File: src/hw/rtl/datq_pkg.sv
// datq_pkg: shared types, codes and default sizes for the deferred action timer queue
// no dependencies; imported by datq_ring, datq_cmp, deferred_action_timer_queue and the testbench
`default_nettype none

package datq_pkg;

	// clock values and delays are 32-bit wrapping tick counts
	localparam int unsigned TIME_W = 32;

	// port widths of the identifier and count fields
	localparam int unsigned ID_PORT_W = 8;
	localparam int unsigned CNT_PORT_W = 4;

	// defaults for the top level parameters
	localparam int unsigned QUEUE_DEPTH_DEF = 8;
	localparam int unsigned ID_BITS_DEF = 8;

	// function codes of an input item
	localparam logic FUNC_SCHEDULE = 1'b0;
	localparam logic FUNC_POLL = 1'b1;

	// sequencer states
	typedef enum logic [2:0] {
		S_IDLE = 3'b001,
		S_READ = 3'b010,
		S_EVAL = 3'b100
	} state_t;

endpackage

`default_nettype wire

File: src/hw/rtl/datq_ring.sv
// datq_ring: slot memory of the action ring, one write port and one registered read port
// depends on datq_pkg
`default_nettype none

module datq_ring
	import datq_pkg::*;
#(
	parameter int unsigned SLOTS = QUEUE_DEPTH_DEF + 1,
	parameter int unsigned WIDTH = ID_BITS_DEF + 2 * TIME_W + 1,
	localparam int unsigned ADDR_W = $clog2(SLOTS)
) (
	input  wire logic              clk,
	input  wire logic              we,
	input  wire logic [ADDR_W-1:0] waddr,
	input  wire logic [WIDTH-1:0]  wdata,
	input  wire logic [ADDR_W-1:0] raddr,
	output logic      [WIDTH-1:0]  rdata
);

	logic [WIDTH-1:0] mem_q [SLOTS];

	// write port
	always_ff @(posedge clk) begin
		if (we) begin
			mem_q[waddr] <= wdata;
		end
	end

	// registered read port
	always_ff @(posedge clk) begin
		rdata <= mem_q[raddr];
	end

endmodule

`default_nettype wire

File: src/hw/rtl/datq_cmp.sv
// datq_cmp: shared expiry unit, wrapped elapsed time compared against the delay
// depends on datq_pkg
`default_nettype none

module datq_cmp
	import datq_pkg::*;
(
	input  wire logic [TIME_W-1:0] now,
	input  wire logic [TIME_W-1:0] created,
	input  wire logic [TIME_W-1:0] delay,
	output logic                   expired
);

	logic [TIME_W-1:0] elapsed;

	// modulo 2^32 difference, then strict compare
	always_comb begin
		elapsed = now - created;
		expired = (elapsed > delay);
	end

endmodule

`default_nettype wire

File: src/hw/rtl/deferred_action_timer_queue.sv
// deferred_action_timer_queue: top level, ring pointers, sequencer and result registers
// depends on datq_pkg, datq_ring, datq_cmp
//
// channel   ports                                                   transfer
// --------  ------------------------------------------------------  ------------------------
// item in   func callback_id delay_time use_micros now_millis       start && !busy at clk
//           now_micros
// result    accepted overflow fired fired_id pending_count          done high, one cycle
//
// A schedule item, or a poll of an empty queue, strobes its result in the cycle after
// the transfer. A poll walks the ring through the single registered read port of the
// slot memory: per examined entry, S_READ presents the address, then S_EVAL compares
// and re-appends an unexpired entry, until the first expired entry or the last one.
// arst_n clears pointers, count, sequencer and result registers; slot contents are not cleared.
// busy is high while a poll walks; the receiver cannot stall, each result shows once.
`default_nettype none

module deferred_action_timer_queue
	import datq_pkg::*;
#(
	parameter int unsigned QUEUE_DEPTH = QUEUE_DEPTH_DEF,
	parameter int unsigned ID_BITS = ID_BITS_DEF
) (
	input  wire logic                  clk,
	input  wire logic                  arst_n,
	input  wire logic                  start,
	output logic                       busy,
	input  wire logic                  func,
	input  wire logic [ID_PORT_W-1:0]  callback_id,
	input  wire logic [TIME_W-1:0]     delay_time,
	input  wire logic                  use_micros,
	input  wire logic [TIME_W-1:0]     now_millis,
	input  wire logic [TIME_W-1:0]     now_micros,
	output logic                       done,
	output logic                       accepted,
	output logic                       overflow,
	output logic                       fired,
	output logic [ID_PORT_W-1:0]       fired_id,
	output logic [CNT_PORT_W-1:0]      pending_count
);

	localparam int unsigned SLOTS = QUEUE_DEPTH + 1;
	localparam int unsigned PTR_W = $clog2(SLOTS);
	localparam int unsigned CNT_W = $clog2(QUEUE_DEPTH + 1);
	localparam int unsigned ENTRY_W = ID_BITS + 2 * TIME_W + 1;
	localparam logic [PTR_W-1:0] PTR_LAST = PTR_W'(SLOTS - 1);
	localparam logic [CNT_W-1:0] CNT_FULL = CNT_W'(QUEUE_DEPTH);
	localparam logic [CNT_W-1:0] CNT_ONE = CNT_W'(1);

	state_t            state_q;
	logic [PTR_W-1:0]  wr_q;
	logic [PTR_W-1:0]  rd_q;
	logic [CNT_W-1:0]  count_q;
	logic [CNT_W-1:0]  rem_q;
	logic [TIME_W-1:0] ms_q;
	logic [TIME_W-1:0] us_q;

	logic [ENTRY_W-1:0] wdata;
	logic [ENTRY_W-1:0] rdata;
	logic               we;
	logic               xfer;
	logic               full;
	logic               expired;

	logic [ID_BITS-1:0] e_id;
	logic [TIME_W-1:0]  e_dly;
	logic [TIME_W-1:0]  e_cr;
	logic               e_clk;
	logic [TIME_W-1:0]  e_now;
	logic [TIME_W-1:0]  new_created;
	logic [PTR_W-1:0]   wr_next;
	logic [PTR_W-1:0]   rd_next;

	// handshake and queue status
	assign busy = (state_q != S_IDLE);
	assign xfer = start && !busy;
	assign full = (count_q >= CNT_FULL);
	assign pending_count = CNT_PORT_W'(count_q);

	// ring pointer increments
	assign wr_next = (wr_q == PTR_LAST) ? '0 : wr_q + PTR_W'(1);
	assign rd_next = (rd_q == PTR_LAST) ? '0 : rd_q + PTR_W'(1);

	// fields of the entry under examination
	assign {e_id, e_dly, e_cr, e_clk} = rdata;
	assign e_now = e_clk ? us_q : ms_q;
	assign new_created = use_micros ? now_micros : now_millis;

	// write port: new schedule entry, or re-append of an unexpired entry
	always_comb begin
		we = 1'b0;
		wdata = rdata;
		if (state_q == S_IDLE) begin
			wdata = {ID_BITS'(callback_id), delay_time, new_created, use_micros};
			we = xfer && (func == FUNC_SCHEDULE) && !full;
		end else if (state_q == S_EVAL) begin
			we = !expired;
		end
	end

	datq_ring #(
		.SLOTS (SLOTS),
		.WIDTH (ENTRY_W)
	) u_ring (
		.clk   (clk),
		.we    (we),
		.waddr (wr_q),
		.wdata (wdata),
		.raddr (rd_q),
		.rdata (rdata)
	);

	datq_cmp u_cmp (
		.now     (e_now),
		.created (e_cr),
		.delay   (e_dly),
		.expired (expired)
	);

	// sequencer, pointers and result registers
	always_ff @(posedge clk or negedge arst_n) begin
		if (!arst_n) begin
			state_q <= S_IDLE;
			wr_q <= '0;
			rd_q <= '0;
			count_q <= '0;
			rem_q <= '0;
			done <= 1'b0;
			accepted <= 1'b0;
			overflow <= 1'b0;
			fired <= 1'b0;
			fired_id <= '0;
		end else begin
			done <= 1'b0;
			unique case (state_q)
				S_IDLE: begin
					if (xfer) begin
						accepted <= 1'b0;
						overflow <= 1'b0;
						fired <= 1'b0;
						fired_id <= '0;
						if (func == FUNC_SCHEDULE) begin
							done <= 1'b1;
							if (full) begin
								overflow <= 1'b1;
							end else begin
								accepted <= 1'b1;
								wr_q <= wr_next;
								count_q <= count_q + CNT_ONE;
							end
						end else begin
							ms_q <= now_millis;
							us_q <= now_micros;
							rem_q <= count_q;
							if (count_q == '0) begin
								done <= 1'b1;
							end else begin
								state_q <= S_READ;
							end
						end
					end
				end
				S_READ: begin
					state_q <= S_EVAL;
				end
				S_EVAL: begin
					rd_q <= rd_next;
					if (expired) begin
						fired <= 1'b1;
						fired_id <= ID_PORT_W'(e_id);
						count_q <= count_q - CNT_ONE;
						done <= 1'b1;
						state_q <= S_IDLE;
					end else begin
						wr_q <= wr_next;
						rem_q <= rem_q - CNT_ONE;
						if (rem_q == CNT_ONE) begin
							done <= 1'b1;
							state_q <= S_IDLE;
						end else begin
							state_q <= S_READ;
						end
					end
				end
				default: begin
					state_q <= S_IDLE;
				end
			endcase
		end
	end

endmodule

`default_nettype wire

File: config.mk
export PLATFORM = sky130hd
export DESIGN_NAME = deferred_action_timer_queue
export DESIGN_NICKNAME = d
export VERILOG_FILES = /design/src/hw/rtl/datq_pkg.sv /design/src/hw/rtl/datq_ring.sv /design/src/hw/rtl/datq_cmp.sv /design/src/hw/rtl/deferred_action_timer_queue.sv
export SDC_FILE = /design/constraint.sdc
export NUM_CORES = 1
export LEC_CHECK = 0
export BUFFER_PORTS_ARGS = -buffer_cell sky130_fd_sc_hd__clkbuf_2
export CORE_UTILIZATION = 38
export CTS_CLUSTER_DIAMETER = 40
export DETAILED_ROUTE_END_ITERATION = 10
export GPL_TIMING_DRIVEN = 1
export SYNTH_ARGS = -nofsm -noshare
export SYNTH_HDL_FRONTEND = slang
export SYNTH_SLANG_ARGS = --single-unit
File: constraint.sdc
create_clock -name clk -period 10.4 [get_ports clk]
set_clock_uncertainty 0.1 [all_clocks]
set_input_delay 0.52 -clock clk [delete_from_list [all_inputs] [get_ports clk]]
set_output_delay 0.52 -clock clk [all_outputs]
set_load 0.05 [all_outputs]
Word-level counts from Yosys, hierarchy flattened
Memory sizes are Yosys's and may differ from the RTL's. A register that Yosys moved wholly into a read port is not among the register bits.
Index checks and enable logic that the tools add are counted.
- output and inout bits: 17
- register bits after elaboration: 95
- memories: 1
- memory bits (writable): 657
- input bits: 109
- memory list (name ; depth ; width ; rd ports ; clocked after Yosys merged registers in ; write ports ; RTL line ; source):
    u_ring.mem_q ; 9 ; 73 ; 1 ; 1 ; 1 ; datq_ring.sv:20 ; logic [WIDTH-1:0] mem_q [SLOTS];
- magnitude comparators: 2
- equal/unequal tests: 14
- reductions and logical operators: 15
- mux-type cells: 45
- add/subtract/negate cells: 6
- bitwise gates (word level): 1
- operators by type and width (kind ; number):
    $mux W73 ; 1
    $mux W32 ; 2
    $mux W4 ; 13
    $gt A32 B32 Y1 ; 1
    $sub A32 B32 Y32 ; 1
    $pmux W4 S2 ; 3
    $mux W8 ; 2
    $pmux W8 S2 ; 1
    $mux W1 ; 15
    $ne A2 B2 Y1 const B ; 7
    $add A4 B1 Y4 const B ; 3
    $reduce_and A5 Y1 ; 2
    $mux W3 ; 3
    $pmux W3 S3 ; 1
    $eq A4 B4 Y1 const B ; 2
    $reduce_and A4 Y1 ; 2
    $sub A4 B1 Y4 const B ; 2
    $reduce_and A3 Y1 ; 2
    $eq A4 B1 Y1 const B ; 1
    $ge A4 B4 Y1 const B ; 1
    $logic_not A4 Y1 ; 1
    $mux W2 ; 2
    $pmux W1 S2 ; 2
    $eq A3 B1 Y1 const B ; 1
    other kinds (8) ; 12

Logic depth before layout (Yosys ltp)
- word-level depth: 8
- mapped depth: 22
- gate-level depth less buffers: 19

Hierarchy
Synthesis repeated with hierarchy kept, for this count alone.
- cell total of the unflattened synthesis: 2217
- area total of the unflattened synthesis: 34864.7 um^2
- by module, submodules not included (module ; cells each ; area each (um^2) ; times used):
    datq_ring ; 1412 ; 27182.3 ; 1
    deferred_action_timer_queue ; 417 ; 5003.5 ; 1
    datq_cmp ; 388 ; 2678.8 ; 1

Worst setup path before layout
No wires, ideal clock.
- path kind: register to register
- start: reg u_ring.rdata[0], read port of u_ring.mem_q
- end: mem u_ring.mem_q[6][0] (netlist bit) (enable)
- stages on the path, launching flop included: 22
- arrival: 9.891 ns
- setup time: 0.594 ns
- clock period less this slack: 10.585 ns
- slack: -0.185 ns
- data required time: 9.706 ns
- cells stage by stage: dfxtp_1 > clkbuf_1 > clkbuf_1 > mux2_2 > ha_1 > clkbuf_1 > a21o_1 > a21o_1 > a2111oi_0 > o22ai_1 > a31oi_1 > nor3_1 > a311o_1 > ha_1 > nand4_1 > nor4_1 > and4bb_4 > a31oi_2 > nor3_4 > nor2_2 > buf_6 > nor3_1
- cells in the longest elaborated chain, start to end: 8
- RTL lines (what ; RTL line ; source):
    from (decl) ; datq_ring.sv:17 ; output logic [WIDTH-1:0] rdata
    $mux W32 ; deferred_action_timer_queue.sv:86 ; assign e_now = e_clk ? us_q : ms_q;
    $sub A32 B32 Y32 ; datq_cmp.sv:18 ; elapsed = now - created;
    $gt A32 B32 Y1 ; datq_cmp.sv:19 ; expired = (elapsed > delay);
    $logic_not A1 Y1 ; deferred_action_timer_queue.sv:97 ; we = !expired;
    $mux W1 ; deferred_action_timer_queue.sv:96 ; end else if (state_q == S_EVAL) begin
    $mux W1 ; deferred_action_timer_queue.sv:93 ; if (state_q == S_IDLE) begin
    $mux W1 ; datq_ring.sv:24 ; if (we) begin
    $mux W1 (implied by the code) ; datq_ring.sv:25 ; mem_q[waddr] <= wdata;
    to (decl) ; datq_ring.sv:20 ;
Every way passes these cells.

Worst setup path in the final report
- start: reg u_ring.rdata[0], read port of u_ring.mem_q
- end: mem u_ring.mem_q[5][62] (netlist bit) (enable)
The elaborated chain is that of the path after synthesis.

==> impl_table.tex <==
\begin{tabular}{lr}
\hline
Metric & Value \\
\hline
\multicolumn{2}{l}{\textbf{Timing}} \\
Number of slew-limit violations in the final report & 0 \\
Maximum operating frequency & about 120 MHz \\
Setup repair after global routing missed its margin & false \\
Number of failing hold endpoints at the final stage & 0 \\
Min setup slack post-route & $\sim$2.1 ns \\
Final min period & a little over 8 ns \\
Final period utilization & 0.795 \\
Final setup fails & 0 \\
Worst slew pin tran & between 1 and 1.5 ns \\
Worst slew slack as a fraction of its limit & 0.194 \\
\multicolumn{2}{l}{\textbf{Setup path}} \\
Element type at the critical path start & flip-flop \\
Maximum fanout along the worst path & 43 \\
Endpoint of the lowest-slack register-to-register path & u\_ring.mem\_q[5][62] \\
Required time of the critical path & around 11 ns \\
Worst setup slack for register-to-register paths & about 2.1 ns \\
Crit end category & flip-flop \\
Worst Reg-to-Reg Cells & 20 \\
Kind of critical path & flip-flop to flip-flop \\
Launch instance of the worst register-to-register path & u\_ring.rdata[0] \\
Data arrival time at the worst-slack endpoint & 8.46 ns \\
\multicolumn{2}{l}{\textbf{Detailed routing}} \\
Count of TritonRoute iterations in the first routing pass & 5 \\
Number of vias per cell after detailed routing & 5.29 \\
Initial DRC count & 1,522 \\
ANT nets after route & 0 \\
DRC violations left & 0 \\
Total detailed-routing wirelength & 80.9 mm \\
Routed length per placed instance & roughly 23 µm \\
Number of vias after detailed routing & approximately 18,000 \\
\multicolumn{2}{l}{\textbf{Placement}} \\
HPWL after detailed placement & between 40 and 50 mm \\
Final weighted congestion in routability-driven placement & approximately 0.84 \\
Place WS & between 2 and 2.5 ns \\
Cell area after placement & between 30,000 and 40,000 µm² \\
Input/output buffers & about 130 \\
\multicolumn{2}{l}{\textbf{Clock tree}} \\
Clock buffer depth & 3 \\
Root cell of the clock tree & clkbuf\_16 \\
Sinks on the clock net & 825 \\
Clock buffers created by TritonCTS & just over 100 \\
Clock tree from TritonCTS & built \\
Clock-pin slew on the worst setup and hold paths & 0.06 ns \\
Post-cts resize count & 0 \\
Later-pin clock latency in the skew report & about 0.67 ns \\
Number of post-CTS setup repair buffers & 0 \\
Number of levels the H-tree was split into & 3 \\
\multicolumn{2}{l}{\textbf{Synthesis}} \\
Library cell with the highest instance count after synthesis & edfxtp\_1 \\
Synthesized area & $\sim$34,000 µm² \\
Post-synthesis net count & approximately 2,200 \\
Largest family of logic cells by synthesized area & multiplexers \\
Instance count of the mapped netlist & approximately 2,000 \\
Simple-gate share of the synthesized area & 0.0450 \\
Main area contributors after synthesis & edfxtp\_1 (64\%), mux4\_2 (9.7\%), dfxtp\_1 (4.3\%) \\
Average instance area after synthesis & approximately 17 µm² \\
Unique masters post-synth & 67 \\
Post-synthesis register bit count & $\sim$830 \\
Yosys top cell area share & 0.642 \\
Share of synthesized area spent on multiplexers & 0.141 \\
Sequential fraction of the synthesis area & 0.708 \\
Fraction of registers with async set/reset & 0.0376 \\
Adder and majority gate portion of the synthesized area & 0.0286 \\
Largest area contributor in the netlist & edfxtp\_1 \\
Primary FF master, synth & edfxtp\_1 \\
XOR/XNOR share of the synthesized area & 0.00779 \\
Yosys warnings & 0 \\
Share of the synthesized area in compound gates (AO/OA/AOI/OAI) & 0.0502 \\
Number of enable-type register cells in the synthesized netlist & between 700 and 800 \\
Top cells by count, synth & edfxtp\_1 (721), nand2\_1 (212), o21ai\_0 (163), mux4\_2 (146), mux2i\_1 (109) \\
\multicolumn{2}{l}{\textbf{Floorplan}} \\
I/O pin cnt & about 130 \\
Floorplan die area & $\sim$90,000 µm² \\
\# rows & approximately 110 \\
Placeable core region & roughly 87,000 µm² \\
Die width & 300 µm \\
Initial Utilization & 0.386 \\
Die outline height & roughly 300 µm \\
\multicolumn{2}{l}{\textbf{Global route}} \\
Global routing usage on met2 & 0.291 \\
Aggregate global-route resource usage & 0.180 \\
Leftover overflow at the end of global routing & 0 \\
Via count of the first global-routing pass & roughly 19,000 \\
Maximum number of pins on one net before global-route repair & 97 \\
Wire length of the first global-routing pass & 120 mm \\
Met1 global-route usage & 0.243 \\
Met3 track utilization from global routing & 0.0300 \\
Number of antenna violations at the first check in global routing & 1 \\
Most Used Layer, Global Route & met2 \\
\multicolumn{2}{l}{\textbf{Power}} \\
Ratio of total power to cell area & between 200 and 300 nW/µm² \\
Max rail drop VDD & approximately 0.14 mV \\
Total chip power & between 0.01 and 0.015 W \\
P\_leak & $\sim$14 nW \\
\multicolumn{2}{l}{\textbf{Worst hold path}} \\
Hold Startpoint & now\_micros[18] \\
Hold path cells & 1 \\
Capture endpoint of the worst hold path & us\_q[18] \\
Path category of the worst min-delay check & input port to flip-flop \\
\multicolumn{2}{l}{\textbf{Status}} \\
Outcome & completed \\
\multicolumn{2}{l}{\textbf{Flow run}} \\
Max capacitance violation total & 0 \\
\multicolumn{2}{l}{\textbf{Cells and area}} \\
Core Util, Final & 0.458 \\
Antenna diodes & 0 \\
NumNets Final & around 2,400 \\
Final Instance Area & around 40,000 µm² \\
Fraction of final layout cells with drive strength greater than 1 & 0.235 \\
Area added between synthesis and finish & 18.5\% \\
\hline
\end{tabular}
==> power breakdown <==
group / switching, W / internal (W)
Sequential: 0.000195 / 0.00432
Combinational: 0.00193 / 0.00105
Clock: 0.00147 / 0.00225
Total: 0.00359 / 0.00762
==> flip-flops by register name, summed over array words and instances (netlist names), 3 cells and up <==
register / flops
fired_id: 8
rem_q: 4
u_ring.mem_q: 657
rd_q: 4
state_q: 3
u_ring.rdata: 73
us_q: 32
ms_q: 32
wr_q: 4
pending_count: 4
==> layer usage <==
| metal | part of all wire | routed length, µm |
|---|---|---|
| met5 | 0.000099 | 8 |
| met4 | 0.033 | 2640 |
| met3 | 0.053 | 4320 |
| met2 | 0.48 | 39100 |
| met1 | 0.43 | 34900 |
==> final cells by class <==
type	count	area, µm²
clock buffer	115	2670
clock inverter	79	966
fill	7586	47300
inverter	74	278
multi-input combinational	1019	9250
sequential	825	23900
tap	1155	1450
timing repair buffer	214	1440
==> worst max-delay path by stage <==
stage,start,to,slack (ns),depth (start not counted)
global placement,u_ring.rdata[0],u_ring.mem_q[4][21],2.24,20
detailed placement,u_ring.rdata[0],u_ring.mem_q[5][50],2.07,20
finish,u_ring.rdata[0],u_ring.mem_q[5][62],2.14,20
floorplan,u_ring.rdata[0],u_ring.mem_q[6][0],-0.18,21
CTS,u_ring.rdata[0],u_ring.mem_q[4][21],2.06,20
global route,u_ring.rdata[0],u_ring.mem_q[5][22],1.46,20
==> critical path, cell delays in order, from the launching register on <==
cell and delay [ns]:
dfxtp_2 0.92, mux2i_1 0.28, ha_1 0.18, inv_1 0.06
fa_1 0.44, a21oi_1 0.21, nor3_1 0.10, nor3_1 0.36
or3_1 0.20, nor4bb_1 0.53, o21ai_0 0.22, xor2_1 0.18
ha_1 0.30, nand4_1 0.14, nor4_1 0.76, and4bb_4 0.39
a31oi_2 0.07, nor3_4 0.44, nor2_2 0.26, and4bb_4 1.10
buf_4 0.59
==> what timing repair did <==
| action | 4_1_cts | 5_1_grt |
|---|---|---|
| hold buffers | 59 | 0 |
| endpoints found under the setup margin | 0 | 0 |
| hold endpoints to repair | 88 | 0 |
==> logic make-up after synthesis <==
logic type	Yosys count
AO/OA/AOI/OAI	291
XOR/XNOR	30
adder cells (fa/ha/maj)	76
buffers and inverters	167
flip-flops	825
multiplexers	288
AND/OR/NAND/NOR	334
==> placed cells by master (no fill, tap or decap), types with 7 or more instances in the layout <==
| master | synthesis | final |
|---|---|---|
| a21o_1 | 16 | 16 |
| a21oi_1 | 47 | 47 |
| a22o_1 | 9 | 9 |
| buf_4 | 0 | 30 |
| bufinv_16 | 0 | 14 |
| clkbuf_1 | 65 | 8 |
| clkbuf_16 | 0 | 104 |
| clkbuf_2 | 0 | 125 |
| clkinv_2 | 0 | 15 |
| clkinv_4 | 0 | 7 |
| clkinvlp_4 | 0 | 16 |
| dfrtp_1 | 30 | 26 |
| dfxtp_1 | 73 | 72 |
| dlygate4sd3_1 | 0 | 59 |
| edfxtp_1 | 721 | 721 |
| ha_1 | 74 | 74 |
| inv_1 | 74 | 73 |
| inv_6 | 0 | 15 |
| mux2_2 | 33 | 33 |
| mux2i_1 | 109 | 109 |
| mux4_2 | 146 | 146 |
| nand2_1 | 212 | 212 |
| nand3_1 | 21 | 21 |
| nor2_1 | 35 | 35 |
| nor2b_1 | 7 | 7 |
| nor3_1 | 12 | 9 |
| o21ai_0 | 163 | 163 |
| xnor2_1 | 15 | 15 |
| xor2_1 | 15 | 15 |
==> stage by stage <==
stage / hold WS [ns] / setup TNS (ns) / instances
6_report: 0.0287 / 0 / 3481
5_1_grt: 0.00920 / 0 / 3481
4_1_cts: 0.00224 / 0 / 3481
3_5_place_dp: 0.334 / 0 / 3228
3_3_place_gp: 0.325 / 0 / 3228
2_1_floorplan: 0.124 / -40.47 / 2011
(Power assumes the default switching activity.)
